--- src/rtl/core/i8080alu_pkg.sv ---
`timescale 1ns / 1ps
// ----------------------------------------------------------------------------
// i8080alu_pkg: shared types and constants of the 8080 accumulator ALU
// Operation codes, flag byte layout and the result record of the execute
// logic.
// ----------------------------------------------------------------------------
package i8080alu_pkg;

  localparam int unsigned OpW   = 5;
  localparam int unsigned ByteW = 8;

  typedef enum logic [OpW-1:0] {
    OP_ADD       = 5'd0,
    OP_ADC       = 5'd1,
    OP_SUB       = 5'd2,
    OP_SBB       = 5'd3,
    OP_AND       = 5'd4,
    OP_XOR       = 5'd5,
    OP_OR        = 5'd6,
    OP_CMP       = 5'd7,
    OP_RLC       = 5'd8,
    OP_RRC       = 5'd9,
    OP_RAL       = 5'd10,
    OP_RAR       = 5'd11,
    OP_CMA       = 5'd12,
    OP_CMC       = 5'd13,
    OP_STC       = 5'd14,
    OP_INR       = 5'd15,
    OP_DCR       = 5'd16,
    OP_LOAD_ACC  = 5'd17,
    OP_LOAD_FLAG = 5'd18
  } op_e;

  // flag byte: bit7 S, bit6 Z, bit4 AC, bit2 P, bit1 one, bit0 CY
  localparam logic [ByteW-1:0] FlagOne      = 8'h02;
  localparam logic [ByteW-1:0] FlagKeepMask = 8'hD5;
  localparam logic [ByteW-1:0] FlagReset    = 8'h02;
  localparam int unsigned      FlagCyBit    = 0;

  typedef struct packed {
    logic [ByteW-1:0] result;
    logic [ByteW-1:0] acc;
    logic [ByteW-1:0] flags;
  } exec_res_t;

  // S, Z and P from the value, AC and CY as given, bit 1 set
  function automatic logic [ByteW-1:0] make_flags(logic [ByteW-1:0] v, logic ac,
                                                  logic cy);
    make_flags = {v[7], (v == '0), 1'b0, ac, 1'b0, ~^v, 1'b1, cy};
  endfunction

endpackage

--- src/rtl/core/i8080alu_exec.sv ---
`timescale 1ns / 1ps
// ----------------------------------------------------------------------------
// i8080alu_exec: combinational execute logic
// Computes the new accumulator, flag byte and result for one operation.
// ----------------------------------------------------------------------------
module i8080alu_exec (
  input  logic [i8080alu_pkg::OpW-1:0]   op_i,
  input  logic [i8080alu_pkg::ByteW-1:0] operand_i,
  input  logic [i8080alu_pkg::ByteW-1:0] acc_i,
  input  logic [i8080alu_pkg::ByteW-1:0] flags_i,
  output i8080alu_pkg::exec_res_t        res_o
);
  import i8080alu_pkg::*;

  op_e              op;
  logic             cy;
  logic             is_sub;
  logic             use_cy;
  logic             cin;
  logic [ByteW-1:0] add_b;
  logic [ByteW:0]   sum;
  logic [4:0]       low_sum;
  logic [ByteW-1:0] add_flags;
  logic [ByteW-1:0] logic_val;
  logic [ByteW-1:0] inr_val;
  logic [ByteW-1:0] dcr_val;

  assign op     = op_e'(op_i);
  assign cy     = flags_i[FlagCyBit];
  assign is_sub = (op == OP_SUB) || (op == OP_SBB) || (op == OP_CMP);
  assign use_cy = (op == OP_ADC) || (op == OP_SBB);
  // subtraction runs as A + ~B + not borrow
  assign add_b  = is_sub ? ~operand_i : operand_i;
  assign cin    = (use_cy & cy) ^ is_sub;

  assign sum       = {1'b0, acc_i} + {1'b0, add_b} + {{ByteW{1'b0}}, cin};
  assign low_sum   = {1'b0, acc_i[3:0]} + {1'b0, add_b[3:0]} + {4'b0000, cin};
  assign add_flags = make_flags(sum[ByteW-1:0], low_sum[4], sum[ByteW] ^ is_sub);

  assign inr_val = operand_i + 8'd1;
  assign dcr_val = operand_i - 8'd1;

  always_comb begin
    logic_val    = '0;
    res_o.acc    = acc_i;
    res_o.flags  = flags_i;
    unique case (op)
      OP_ADD, OP_ADC, OP_SUB, OP_SBB: begin
        res_o.acc   = sum[ByteW-1:0];
        res_o.flags = add_flags;
      end
      OP_CMP: res_o.flags = add_flags;
      OP_AND: begin
        logic_val   = acc_i & operand_i;
        res_o.acc   = logic_val;
        res_o.flags = make_flags(logic_val, acc_i[3] | operand_i[3], 1'b0);
      end
      OP_XOR: begin
        logic_val   = acc_i ^ operand_i;
        res_o.acc   = logic_val;
        res_o.flags = make_flags(logic_val, 1'b0, 1'b0);
      end
      OP_OR: begin
        logic_val   = acc_i | operand_i;
        res_o.acc   = logic_val;
        res_o.flags = make_flags(logic_val, 1'b0, 1'b0);
      end
      OP_RLC: begin
        res_o.acc              = {acc_i[ByteW-2:0], acc_i[ByteW-1]};
        res_o.flags[FlagCyBit] = acc_i[ByteW-1];
      end
      OP_RRC: begin
        res_o.acc              = {acc_i[0], acc_i[ByteW-1:1]};
        res_o.flags[FlagCyBit] = acc_i[0];
      end
      OP_RAL: begin
        res_o.acc              = {acc_i[ByteW-2:0], cy};
        res_o.flags[FlagCyBit] = acc_i[ByteW-1];
      end
      OP_RAR: begin
        res_o.acc              = {cy, acc_i[ByteW-1:1]};
        res_o.flags[FlagCyBit] = acc_i[0];
      end
      OP_CMA:       res_o.acc              = ~acc_i;
      OP_CMC:       res_o.flags[FlagCyBit] = ~cy;
      OP_STC:       res_o.flags[FlagCyBit] = 1'b1;
      OP_INR:       res_o.flags = make_flags(inr_val, operand_i[3:0] == 4'hF, cy);
      OP_DCR:       res_o.flags = make_flags(dcr_val, operand_i[3:0] != 4'h0, cy);
      OP_LOAD_ACC:  res_o.acc   = operand_i;
      OP_LOAD_FLAG: res_o.flags = (operand_i & FlagKeepMask) | FlagOne;
      default: begin
        res_o.acc   = acc_i;
        res_o.flags = flags_i;
      end
    endcase

    // inr and dcr return the new operand value, all else the accumulator
    unique case (op)
      OP_INR:  res_o.result = inr_val;
      OP_DCR:  res_o.result = dcr_val;
      default: res_o.result = res_o.acc;
    endcase
  end

endmodule

--- src/rtl/core/i8080_accumulator_flag_alu.sv ---
`timescale 1ns / 1ps
// ----------------------------------------------------------------------------
// i8080_accumulator_flag_alu: 8080 accumulator and flag unit
// Executes accumulator-class operations against a kept A and PSW.
// ----------------------------------------------------------------------------
// Usage:
//   The slave stream carries one operation per transfer (op code and an
//   operand byte). The master stream returns one transfer per operation:
//   the result byte, the accumulator after it and the flag byte.
//   An accepted transfer is held in the input register, then passes through
//   the execute logic into the result register, which drives the master
//   side. Throughput is one operation per cycle while the receiver does not
//   stall; the accumulator and flags are written in the same edge that loads
//   the result register, so the next operation sees them at once.
//   When the receiver stalls, the result register holds, the input register
//   holds behind it, and tready falls once both are full. No transfer is
//   dropped or repeated.
//   Reset clears both stream valids, sets the accumulator to zero and the
//   flag byte to 0x02 (bit 1 set).
// ----------------------------------------------------------------------------
module i8080_accumulator_flag_alu (
  input  logic        clk_i,
  input  logic        rst_ni,
  input  logic        s_axis_tvalid_i,
  output logic        s_axis_tready_o,
  input  logic [15:0] s_axis_tdata_i,  // [4:0] op, [12:5] operand, [15:13] zero
  output logic        m_axis_tvalid_o,
  input  logic        m_axis_tready_i,
  output logic [23:0] m_axis_tdata_o   // [7:0] result, [15:8] acc_out, [23:16] psw_flags
);
  import i8080alu_pkg::*;

  logic             in_valid_q;
  logic [OpW-1:0]   op_q;
  logic [ByteW-1:0] operand_q;
  logic             out_valid_q;
  exec_res_t        out_q;
  logic [ByteW-1:0] acc_q;
  logic [ByteW-1:0] flags_q;
  exec_res_t        exec_res;
  logic             advance;
  logic             in_take;

  assign advance         = in_valid_q && (!out_valid_q || m_axis_tready_i);
  assign s_axis_tready_o = !in_valid_q || advance;
  assign in_take         = s_axis_tvalid_i && s_axis_tready_o;

  i8080alu_exec u_exec (
    .op_i      (op_q),
    .operand_i (operand_q),
    .acc_i     (acc_q),
    .flags_i   (flags_q),
    .res_o     (exec_res)
  );

  always_ff @(posedge clk_i or negedge rst_ni) begin
    if (!rst_ni) begin
      in_valid_q  <= 1'b0;
      out_valid_q <= 1'b0;
      acc_q       <= '0;
      flags_q     <= FlagReset;
    end else begin
      if (in_take) begin
        in_valid_q <= 1'b1;
      end else if (advance) begin
        in_valid_q <= 1'b0;
      end
      if (advance) begin
        out_valid_q <= 1'b1;
        acc_q       <= exec_res.acc;
        flags_q     <= exec_res.flags;
      end else if (m_axis_tready_i) begin
        out_valid_q <= 1'b0;
      end
    end
  end

  always_ff @(posedge clk_i) begin
    if (in_take) begin
      op_q      <= s_axis_tdata_i[OpW-1:0];
      operand_q <= s_axis_tdata_i[OpW+ByteW-1:OpW];
    end
    if (advance) begin
      out_q <= exec_res;
    end
  end

  assign m_axis_tvalid_o = out_valid_q;
  assign m_axis_tdata_o  = {out_q.flags, out_q.acc, out_q.result};

  a_flag_fixed_bits: assert property (@(posedge clk_i) disable iff (!rst_ni)
    flags_q[1] && !flags_q[3] && !flags_q[5])
    else $error("flag byte fixed bits corrupted");

  a_result_follows: assert property (@(posedge clk_i) disable iff (!rst_ni)
    advance |=> m_axis_tvalid_o && (m_axis_tdata_o[15:8] == acc_q)
                && (m_axis_tdata_o[23:16] == flags_q))
    else $error("result register out of step with state");

  a_incdec_keeps_acc: assert property (@(posedge clk_i) disable iff (!rst_ni)
    (advance && ((op_q == OP_INR) || (op_q == OP_DCR))) |=> acc_q == $past(acc_q))
    else $error("inr/dcr altered the accumulator");

  a_state_hold: assert property (@(posedge clk_i) disable iff (!rst_ni)
    !advance |=> $stable(acc_q) && $stable(flags_q))
    else $error("state changed without an operation");

  a_ready_only_when_full: assert property (@(posedge clk_i) disable iff (!rst_ni)
    !s_axis_tready_o |-> in_valid_q && out_valid_q)
    else $error("input stalled with free space");

endmodule

--- config.mk ---
export PLATFORM = sky130hd
export DESIGN_NAME = i8080_accumulator_flag_alu
export DESIGN_NICKNAME = d
export VERILOG_FILES = /design/src/rtl/core/i8080alu_pkg.sv /design/src/rtl/core/i8080alu_exec.sv /design/src/rtl/core/i8080_accumulator_flag_alu.sv
export SDC_FILE = /design/constraint.sdc
export NUM_CORES = 1
export LEC_CHECK = 0
export BUFFER_PORTS_ARGS = -buffer_cell sky130_fd_sc_hd__buf_2
export CORE_MARGIN = 2
export CORE_UTILIZATION = 41
export CTS_CLUSTER_DIAMETER = 200
export DETAILED_ROUTE_END_ITERATION = 10
export REMOVE_ABC_BUFFERS = 1
export SLEW_MARGIN = 40
export SYNTH_ARGS = -nofsm -noshare
export SYNTH_HDL_FRONTEND = slang
export SYNTH_HIERARCHICAL = 1
export SYNTH_SLANG_ARGS = --single-unit
--- constraint.sdc ---
create_clock -name clk_i -period 9.7 [get_ports clk_i]
set_input_delay 0.485 -clock clk_i [delete_from_list [all_inputs] [get_ports clk_i]]
set_output_delay 0.485 -clock clk_i [all_outputs]
set_load 0.01 [all_outputs]
## Word level (Yosys, flattened, before mapping)

Cells that the tools add are included.

| cells by class | value |
|---|---|
| reduce and logical (&&, ||, !) cells | 30 |
| mux-type cells | 9 |
| $add $sub $neg | 6 |
| bitwise gates (word level) | 10 |
| eq/ne operators | 19 |

Operator list:

| kind | number |
|---|---|
| $pmux 8 s10 | 1 |
| $pmux 7 s7 | 1 |
| $logic_not 8->1 | 6 |
| $reduce_xnor 8->1 | 6 |
| $eq 5x4->1 const B | 8 |
| $eq 5x3->1 const B | 4 |
| $not 8->8 | 2 |
| $pmux 8 s2 | 1 |
| $eq 5x5->1 const B | 3 |
| $eq 5x2->1 const B | 2 |
| $add 8x8->9 | 1 |
| $add 9x1->9 | 1 |
| $add 8x1->8 const B | 1 |
| $and 8x8->8 | 1 |
| $mux 8 | 1 |
| $or 8x8->8 | 1 |
| $sub 8x1->8 const B | 1 |
| $xor 8x8->8 | 1 |
| $pmux 1 s7 | 1 |
| $add 4x4->5 | 1 |
| $add 5x1->5 | 1 |
| $eq 5x1->1 const B | 1 |
| $logic_not 5->1 | 1 |
| $logic_or 1x1->1 | 5 |
| other kinds (14) | 22 |

| word-level totals | value |
|---|---|
| output and inout port bits | 26 |
| bits of input ports | 20 |
| flip-flop bits (word level) | 55 |
| logic and storage cells | 83 |

## Depth between registers and ports, before layout

Gate-level depths: netlist (run 1).

| logic depth | value |
|---|---|
| word-level depth | 8 |
| gate-level depth with buffers | 19 |
| gate-level depth less buffers | 16 |

## Hierarchy

The synthesis (run 1) kept the hierarchy.

Modules (own cells, without submodules):

| module | cells an instance | sequential area each (µm²) | times used | area each (µm²) |
|---|---|---|---|---|
| i8080alu_exec | 400 | 0.0 | 1 | 2,812.7 |
| i8080_accumulator_flag_alu | 79 | 1,562.7 | 1 | 1,853.0 |

## Worst setup path before layout (run 1)

No wires, ideal clock.

| timing path | value |
|---|---|
| path kind | register to register |
| from | register op_q[1] |
| to | register flags_q[2] |
| arrival time | 4.225 ns |
| stages on the path, launching flop included | 17 |
| clock period less this slack | 4.350 ns |
| setup slack | 5.350 ns |
| required time | 9.575 ns |
| library setup time | 0.125 ns |
| path buffers | 2 |
| cells stage by stage | edfxtp_1 -> buf_6 -> inv_2 -> or4_4 -> buf_6 -> xnor2_1 -> fa_1 -> fa_1 -> a21o_1 -> a311o_1 -> a22o_1 -> ha_1 -> xnor2_1 -> xnor2_1 -> o22ai_1 -> o32a_1 -> mux2_4 |

RTL lines:

| what | line | source |
|---|---|---|
| from (decl) | i8080_accumulator_flag_alu.sv:34 | `logic [OpW-1:0] op_q;` |
| from (signal assigned) | i8080_accumulator_flag_alu.sv:80 | `op_q <= s_axis_tdata_i[OpW-1:0];` |
| to (signal assigned) | i8080_accumulator_flag_alu.sv:61 | `flags_q <= FlagReset;` |
| to (signal assigned) | i8080_accumulator_flag_alu.sv:71 | `flags_q <= exec_res.flags;` |
| to (decl) | i8080_accumulator_flag_alu.sv:39 | `logic [ByteW-1:0] flags_q;` |

==> results.py, run 1 <==
metrics = {
    "sta": {
        "max_freq_mhz": 197.3,
        "finClkSkew_ps": 4.405,
        "setup_tns_ps": 0,
        "final_hold_viol_count": 0,
        "setup_ws_ps": 4630,
        "period_share_pct": 52.26,
        "finalSetupViolations": 0,
        "rsz0062_at_grt": "false",
        "tightest_slew_ps": 805.0,
        "slew_viol_final": 0,
        "min_period_ps": 5070,
        "max_slew_margin_pct": 44.95,
    },
    "setup_path": {
        "cp_top_family": "compound AO/OA/AOI/OAI gates",
        "crit_fanout": 27,
        "crit_top_cell": "xnor2_1",
        "worstSetupPathType": "reg2reg",
        "r2r-start": "op_q[2]",
        "cp_data_arrival_time_ps": 5260,
        "crit_buf_inv": 1,
        "critPathLaunch": "op_q[2]",
        "cp_slowest_cell": "edfxtp_1",
        "required_ps": 9890,
        "startpoint_type": "flip-flop",
        "rrSetupSlack_ps": 4630,
        "crit_path_end_kind": "flip-flop",
        "crit_chain": "nor2b_1 -> or4_4 -> xnor2_1 -> fa_1 -> a211oi_1 -> o211ai_1 -> a221oi_1 -> inv_1 -> ha_1 -> xnor2_1 -> xnor2_1 -> o22ai_1 -> o32a_1 -> mux2_4",
        "cp_slowest_stage_delay_ps": 730,
    },
    "finish": {
        "antenna_cells": 0,
        "fin_util_pct": 46.33,
        "drive_gt1_share_pct": 17.26,
        "design_area_sq_um": 5089,
        "fin_nets": 575,
        "n_fill_cell": 1065,
        "area.growth.synth_to_final_pct": 9.064,
    },
    "drt": {
        "drc_errors": 0,
        "wl_met1_mm": 5.744,
        "top_layer_used": "met4",
        "wl_met2_mm": 5.919,
        "routedWlPerCell_microns": 20.53,
        "ant_nets": 0,
        "first_pass_iters": 5,
        "drt_first_iter_violations": 523,
        "wl_met3_microns": 977,
        "num_vias": 3925,
        "drt-total-wl_mm": 13.22,
        "viasPerCell": 6.095,
    },
    "cts": {
        "cts_root_buffer": "clkbuf_16",
        "cts-htree-levels": 2,
        "clkTransAtPathRegs_ps": 70,
        "clk_latency_ps": 300,
        "postCtsSetupRepairBufs": 0,
        "cts.repair.resized": 0,
        "tritoncts": "yes",
        "clockBufferDepth": 2,
        "cts_sinks": 55,
        "numCtsBuffers": 5,
        "holdBufCountCts": 0,
    },
    "grt": {
        "track_usage_pct": 21.57,
        "grt_pass1_wl_mm": 20.89,
        "grt_pass1_vias": 3773,
        "grt_max_degree": 35,
        "antenna_found_initial": 0,
        "grt.overflow.total": 0,
    },
    "yosys": {
        "synth_top_flop_cell": "edfxtp_1",
        "synth_edf_count": 37,
        "yosys_warnings": 6,
        "synth.distinct_cells": 71,
        "yosys.area_share.adder_pct": 14.27,
        "synth_top_family_by_area": "compound AO/OA/AOI/OAI gates",
        "synth_compound_area_share_pct": 16.14,
        "avgSynthCellArea_sq_um": 9.741,
        "synthMuxAreaShare_pct": 5.900,
        "ys_seq_area_share_pct": 33.49,
        "synth-simple-area-share_pct": 15.58,
        "ys_ff_latch": 55,
        "synth_area_sq_um": 4666,
        "synth_xor_area_share_pct": 8.260,
        "async_flop_share_pct": 32.73,
        "postSynthCellCount": 479,
    },
    "floorplanning": {
        "core.rowCount": 38,
        "io_pins": 46,
        "die_w_microns": 110.7,
        "die_h_microns": 110.7,
        "die_area_sq_um": 12250,
        "start_util_pct": 42.48,
        "core_sq_um": 10980,
    },
    "outcome": {
        "status": "completed",
    },
    "power_and_ir_drop": {
        "p_leak_nw": 2.088,
        "power_density_nw_per_um2": 234.3,
        "power_w": 0.001192,
        "ir_drop_v": 0.0001280,
    },
    "placed_design": {
        "dp_slack_ps": 4580,
        "place_area_sq_um": 4922,
        "dp_hpwl_mm": 9.880,
        "gp_congestion": 0.9814,
        "numPortBuffers": 42,
    },
    "min_path": {
        "hp-class": "in2async",
    },
    "job": {
        "cap_viol_max_count": 0,
    },
}
[cells in the mapped netlist, types with 5 or more instances]
cell / instances / share of area [%]
nand2_1: 17 / 1.4
nor2_1: 37 / 3.0
clkbuf_1: 12 / 0.97
edfxtp_1: 37 / 24
nand3_1: 12 / 1.3
nor2b_1: 5 / 0.67
o22ai_1: 13 / 1.7
buf_2: 10 / 1.1
ha_1: 50 / 13
mux2_2: 8 / 1.9
nor3_1: 10 / 1.1
a211oi_1: 7 / 1.1
xor2_1: 8 / 1.5
nand2b_1: 6 / 0.80
a31oi_1: 6 / 0.80
dfrtp_1: 17 / 9.1
o21ai_0: 10 / 1.1
inv_1: 38 / 3.1
nor4_1: 6 / 0.80
or2_2: 7 / 0.94
xnor2_1: 36 / 6.8
nand4_1: 8 / 1.1
mux2_4: 9 / 2.9
mux2i_1: 5 / 1.1
o211ai_1: 5 / 0.80
a21oi_1: 14 / 1.5
[metal layers]
layer  GRT usage [%]  vias up
met3           3.445       40
li1                -     1813
met2           33.17      208
met5               0        -
met4           10.67        0
met1           29.54     1864
[through the flow]
stage,instances,hold WS (ps)
2_1_floorplan,451,189.4
3_3_place_gp,635,477.8
3_5_place_dp,635,480.4
4_1_cts,643,155.0
5_1_grt,644,175.5
6_report,644,141.7
[worst reg2reg max path, delay by kind of cell, from the launching register on]
kind	cells	cell delay [ps]
buffers and inverters	1	110
muxes	1	270
adders and majority gates	2	790
AOI/OAI and AO/OA	5	1690
xor gates and xnor gates	3	560
DFF	1	730
and+or+nand+nor	2	820
[power breakdown]
group | internal (W) | switching (W)
clock network | 0.000103 | 0.0000862
registers | 0.000306 | 0.0000716
logic | 0.000287 | 0.000338
total | 0.000696 | 0.000496
[state kept, by name, indices dropped and copies added, names as in the netlist]
name             cells
flags_q              8
m_axis_tdata_o      24
m_axis_tvalid_o      1
op_q                 5
acc_q                8
operand_q            8
in_valid_q           1
[final cells by class]
| cell class | count | area (sq um) | area share (%) |
|---|---|---|---|
| flip-flops and latches | 55 | 1563 | 30.71 |
| repair buffers | 45 | 236.5 | 4.647 |
| clock buffers | 6 | 138.9 | 2.729 |
| well taps | 140 | 175.2 | 3.442 |
| multi-input cells | 357 | 2813 | 55.27 |
| clock inverters | 2 | 16.27 | 0.3196 |
| inverters | 39 | 146.4 | 2.877 |
[placed cells by master (no fill, tap or decap), types with 5 or more instances in the layout]
master	instances
a31oi_1	6
nor2_1	37
nor4_1	5
nand2_1	17
nand3_1	12
o211ai_1	5
nand2b_1	6
dfrtp_1	17
inv_1	37
or2_2	7
xnor2_1	36
xor2_1	8
nor3_1	10
o22ai_1	13
o21ai_0	9
nand4_1	8
a211oi_1	7
mux2i_1	5
buf_2	42
edfxtp_1	37
a21oi_1	14
nor2b_1	5
ha_1	50
mux2_4	9
clkbuf_16	5
mux2_2	8
[cell families (layout without fill, tap and decap cells)]
kind of cell / Yosys count / after routing
AO/OA/AOI/OAI: 104 / 104
XOR/XNOR: 44 / 44
adder cells (fa/ha/maj): 52 / 52
buffers and inverters: 67 / 92
flip-flops: 55 / 55
multiplexers: 22 / 22
AND/OR/NAND/NOR: 135 / 135
[path summary, 6_finish.rpt]
path                                   end  cells after the start
worst max register to register  flags_q[2]                     14
worst min register to register  flags_q[3]                      1
max in group asynchronous       flags_q[1]                      1
min in group clk_i                 op_q[3]                      1
worst min-delay path              acc_q[5]                      1
worst max-delay path            flags_q[2]                     14
No activity file was read; power rests on OpenSTA's default activity.
==> run 2, diff against run 1 <==
==> constraint.sdc (replaced) <==
create_clock -name clk_i -period 4.35 [get_ports clk_i]
set_input_delay 0.2175 -clock clk_i [delete_from_list [all_inputs] [get_ports clk_i]]
set_output_delay 0.2175 -clock clk_i [all_outputs]
set_load 0.01 [all_outputs]
==> results.py, run 2 (synthesis results as in run 1) <==
metrics = {
    "outcome": {
        "status": "completed",
    },
    "finish": {
        "largest_reg_flops": 24,
        "most-common-layout-cells": "ha_1, buf_2, edfxtp_1, inv_1, nor2_1",
        "final_common_cell": "ha_1",
        "fin_nets": 597,
        "multi_input_area_sq_um": 2888,
        "antenna_cells": 0,
        "final-seq-area_sq_um": 1563,
        "area.growth.synth_to_final_pct": 14.05,
        "n_fill_cell": 1050,
        "drive_gt1_share_pct": 22.43,
        "design_area_sq_um": 5321,
    },
    "floorplanning": {
        "core.rowCount": 38,
        "start_util_pct": 42.48,
        "die_h_microns": 110.7,
        "io_pins": 46,
        "core_sq_um": 10980,
        "die_w_microns": 110.7,
        "die_area_sq_um": 12250,
    },
    "placed_design": {
        "dp_slack_ps": 57.46,
        "numPortBuffers": 42,
        "dp_hpwl_mm": 10.24,
        "place_area_sq_um": 5042,
        "gp_congestion": 0.9923,
    },
    "drt": {
        "drt-total-wl_mm": 13.45,
        "viasPerCell": 5.926,
        "ant_nets": 0,
        "first_pass_iters": 5,
        "routedWlPerCell_microns": 20.19,
        "drt_first_iter_violations": 419,
        "drc_errors": 0,
        "num_vias": 3947,
    },
    "min_path": {
        "hp-class": "in2reg",
    },
    "sta": {
        "max_slew_margin_pct": 43.91,
        "finalSetupViolations": 0,
        "setup_ws_ps": 117.1,
        "max_freq_mhz": 236.2,
        "finClkSkew_ps": 9.573,
        "final_hold_viol_count": 0,
        "min_period_ps": 4233,
        "period_share_pct": 97.31,
        "slew_viol_final": 0,
        "tightest_slew_ps": 820.2,
    },
    "cts": {
        "clockBufferDepth": 2,
        "tritoncts": "yes",
        "clk_latency_ps": 310,
        "numCtsBuffers": 5,
        "clkTransAtPathRegs_ps": 70,
        "cts-htree-levels": 2,
        "cts_sinks": 55,
        "cts_root_buffer": "clkbuf_16",
    },
    "job": {
        "cap_viol_max_count": 0,
    },
    "power_and_ir_drop": {
        "p_leak_nw": 2.209,
        "power_density_nw_per_um2": 549.6,
        "ir_drop_v": 0.0003484,
    },
    "setup_path": {
        "startpoint_type": "flip-flop",
        "crit_fanout": 4,
        "required_ps": 4540,
        "worstSetupPathType": "reg2reg",
        "crit_path_end_kind": "flip-flop",
        "cp_data_arrival_time_ps": 4420,
    },
    "grt": {
        "grt_pass1_wl_mm": 21.23,
        "grt_pass1_vias": 3842,
        "grt.overflow.total": 0,
        "track_usage_pct": 21.90,
        "grt_max_degree": 34,
        "antenna_found_initial": 0,
    },
}
run 2: cell types whose count changed in the layout (fill, tap and decap cells not counted), sizes merged:
| cell | previous run | this run |
|---|---|---|
| inv | 39 | 40 |
| buf | 45 | 66 |
| dlygate4sd3 | 0 | 1 |
| clkinv | 1 | 0 |
run 2: final timing paths:
| kind | from | end | slack (ps) | depth (start not counted) |
|---|---|---|---|---|
| worst max-delay path | op_q[2] | flags_q[2] | 120 | 14 |
| worst min-delay path | s_axis_tdata_i[5] | operand_q[0] | 80 | 1 |
| worst max register to register | op_q[2] | flags_q[2] | 120 | 14 |
| worst min register to register | flags_q[3] | flags_q[3] | 500 | 1 |
| max in group asynchronous | rst_ni | flags_q[1] | 3580 | 2 |
| min in group asynchronous | rst_ni | acc_q[4] | 410 | 2 |
run 2: what timing repair did:
action / in CTS / in global routing
hold buffers: 1 / 0
endpoints found under the setup margin: 0 / 2
buffers inserted: 0 / 6
endpoints found under the hold margin: 17 / 0
gates resized for setup: 0 / 13
run 2: layout make-up:
type | count | share of cell area, %
clock buffers | 6 | 2.422
clock inverters | 2 | 0.3057
inverters | 39 | 2.751
multi-input cells | 357 | 54.27
flip-flops and latches | 55 | 29.37
well taps | 140 | 3.292
repair buffers | 67 | 7.595
run 2: critical path, stage by stage (launching register included):
cell and delay [ps]:
edfxtp_1 380, nor2b_1 140, or4_4 530, xnor2_2 160
fa_2 370, fa_2 380, a21o_1 210, a311o_1 340
a22o_1 270, ha_4 220, xnor2_2 140, xnor2_2 220
o22ai_2 120, o32a_1 370, mux2_4 270
run 2: stage by stage:
step           total power [W]  hold WS, ps  setup TNS [ps]  cells  utilization, %
6_report              0.002925        80.83               0    666           48.45
5_1_grt               0.003117        75.27          -6.996    666           48.45
4_1_cts               0.002695        71.12               0    660           47.32
3_5_place_dp          0.002273        220.2               0    651           45.91
3_3_place_gp          0.002260        208.5               0    651           45.85
2_1_floorplan         0.001827       -78.09          -379.9    451               -
run 2: per-layer routing:
metal	vias to the layer above	wire length [microns]	global-route usage, %
li1	1863	-	-
met1	1895	5772	28.94
met2	149	6273	35.17
met3	40	866	4.757
met4	0	535	8.333
met5	-	0	0
run 2: report_power, final:
group / switching (W) / internal [W]
sequential: 0.000117 / 0.000682
clock: 0.000190 / 0.000216
combinational: 0.000902 / 0.000818
==> run 3, diff against run 2 <==
--- a/config.mk
+++ b/config.mk
@@ -11,6 +11,7 @@
 export CTS_CLUSTER_DIAMETER = 200
 export DETAILED_ROUTE_END_ITERATION = 10
 export REMOVE_ABC_BUFFERS = 1
+export SETUP_SLACK_MARGIN = 0.3
 export SLEW_MARGIN = 40
 export SYNTH_ARGS = -nofsm -noshare
 export SYNTH_HDL_FRONTEND = slang
==> results.py, run 3 (synthesis results as in run 1) <==
metrics = {
    "sta": {
        "period_share_pct": 92.52,
        "max_slew_margin_pct": 43.70,
        "min_period_ps": 4025,
        "tightest_slew_ps": 835.6,
        "setup_tns_ps": 0,
        "max_freq_mhz": 248.5,
        "setup_ws_ps": 325.2,
        "final_hold_viol_count": 0,
        "finClkSkew_ps": 9.535,
        "finalSetupViolations": 0,
        "rsz0062_at_grt": "true",
        "slew_viol_final": 0,
    },
    "cts": {
        "clk_latency_ps": 310,
        "cts_sinks": 55,
        "cts-htree-levels": 2,
        "cts_root_buffer": "clkbuf_16",
        "clkTransAtPathRegs_ps": 70,
        "clockBufferDepth": 2,
        "tritoncts": "yes",
        "numCtsBuffers": 5,
    },
    "drt": {
        "drt_first_iter_violations": 384,
        "ant_nets": 0,
        "drt-total-wl_mm": 13.62,
        "drc_errors": 0,
        "first_pass_iters": 5,
        "routedWlPerCell_microns": 20.35,
        "num_vias": 3971,
        "viasPerCell": 5.936,
    },
    "setup_path": {
        "cp_slowest_stage_delay_ps": 440,
        "cp_slowest_cell": "or4_4",
        "required_ps": 4540,
        "crit_buf_inv": 1,
        "worstSetupPathType": "reg2reg",
        "r2r-start": "op_q[2]",
        "cp_top_family": "adder cells",
        "reg2reg_to": "flags_q[2]",
        "crit_chain": "nor2b_1 -> or4_4 -> xnor2_2 -> fa_2 -> fa_2 -> a21o_1 -> buf_6 -> a21oi_4 -> xor2_1 -> ha_1 -> xor2_1 -> xnor2_2 -> o22ai_1 -> o32a_1 -> mux2_4",
        "cp_data_arrival_time_ps": 4210,
        "reg2regPathDepth": 15,
        "startpoint_type": "flip-flop",
        "rrSetupSlack_ps": 330,
        "crit_path_end_kind": "flip-flop",
        "critPathLaunch": "op_q[2]",
        "crit_fanout": 3,
    },
    "min_path": {
        "worstHoldEndpoint": "operand_q[0]",
        "min_path_cells": 1,
        "hp-class": "in2reg",
        "min_from": "s_axis_tdata_i[5]",
    },
    "grt": {
        "grt.overflow.total": 0,
        "grt_max_degree": 34,
        "grtUsageMet2_pct": 35.50,
        "use_met3_pct": 4.866,
        "track_usage_pct": 22.10,
        "global_route.usage.met1_pct": 29.00,
        "grt_pass1_vias": 3903,
        "antenna_found_initial": 0,
        "grt_pass1_wl_mm": 21.42,
        "top_usage_layer": "met2",
    },
    "floorplanning": {
        "die_area_sq_um": 12250,
        "die_h_microns": 110.7,
        "core.rowCount": 38,
        "core_sq_um": 10980,
        "io_pins": 46,
        "die_w_microns": 110.7,
        "start_util_pct": 42.48,
    },
    "power_and_ir_drop": {
        "power_density_nw_per_um2": 543.5,
        "p_leak_nw": 2.240,
        "ir_drop_v": 0.0003197,
        "power_w": 0.002912,
    },
    "finish": {
        "final_common_cell": "ha_1",
        "n_fill_cell": 1044,
        "most-common-layout-cells": "ha_1, buf_2, edfxtp_1, inv_1, nor2_1",
        "multi_input_area_sq_um": 2892,
        "final-seq-area_sq_um": 1563,
        "area.growth.synth_to_final_pct": 14.86,
        "drive_gt1_share_pct": 22.87,
        "fin_util_pct": 48.79,
        "largest_reg_flops": 24,
        "fin_nets": 600,
        "antenna_cells": 0,
    },
    "placed_design": {
        "dp_hpwl_mm": 10.24,
        "numPortBuffers": 42,
        "dp_slack_ps": 57.46,
        "gp_congestion": 0.9923,
    },
    "outcome": {
        "status": "completed",
    },
    "job": {
        "cap_viol_max_count": 0,
    },
}
-- run 3: repair_timing --
item / in CTS / in global routing
hold buffers: 1 / 0
resized for setup: 6 / 11
endpoints found under the setup margin: 2 / 2
hold endpoints to repair: 17 / 0
pin swaps: 11 / 6
setup buffers: 6 / 3
-- run 3: final cells by class --
cell class	count	share of cell area (%)
repair buffers	70	8.172
clock inverters	2	0.3035
inverters	39	2.732
multi-input cells	357	53.96
flip-flops and latches	55	29.16
clock buffers	6	2.405
well taps	140	3.269
-- run 3: worst max-delay path by stage --
| stage | end | slack, ps | cells after the start |
|---|---|---|---|
| after floorplan | flags_q[2] | -250 | 14 |
| after detailed placement | flags_q[2] | 60 | 13 |
| after global routing | flags_q[2] | 140 | 15 |
| after CTS | flags_q[2] | 240 | 14 |
| final | flags_q[2] | 330 | 15 |
| after global placement | flags_q[2] | 80 | 14 |
-- run 3: worst reg2reg max path, cell delays in order, from the launching register on --
cell,delay [ps]
edfxtp_1,400
nor2b_1,140
or4_4,440
xnor2_2,160
fa_2,370
fa_2,350
a21o_1,200
buf_6,140
a21oi_4,160
xor2_1,190
ha_1,260
xor2_1,230
xnor2_2,160
o22ai_1,110
o32a_1,330
mux2_4,270
-- run 3: power by group --
part	leakage, nW	switching, W	total, W	internal [W]
Sequential	0.574	0.000117	0.000799	0.000682
Combinational	1.60	0.000889	0.00171	0.000818
Clock	0.0675	0.000190	0.000406	0.000216
-- run 3: through the flow --
| step | hold WS, ps | cells | area, sq um |
|---|---|---|---|
| after global routing | 75.04 | 669 | 5359 |
| after global placement | 208.5 | 651 | 5036 |
| final | 80.30 | 669 | 5359 |
| after floorplan | -78.09 | 451 | 4516 |
| after CTS | 71.12 | 666 | 5270 |
| after detailed placement | 220.2 | 651 | 5042 |
-- run 3: routing by layer --
| metal | up-vias | part of all wire, % |
|---|---|---|
| met5 | - | 0 |
| met4 | 0 | 3.7 |
| li1 | 1862 | - |
| met1 | 1935 | 44 |
| met2 | 135 | 47 |
| met3 | 39 | 5.9 |
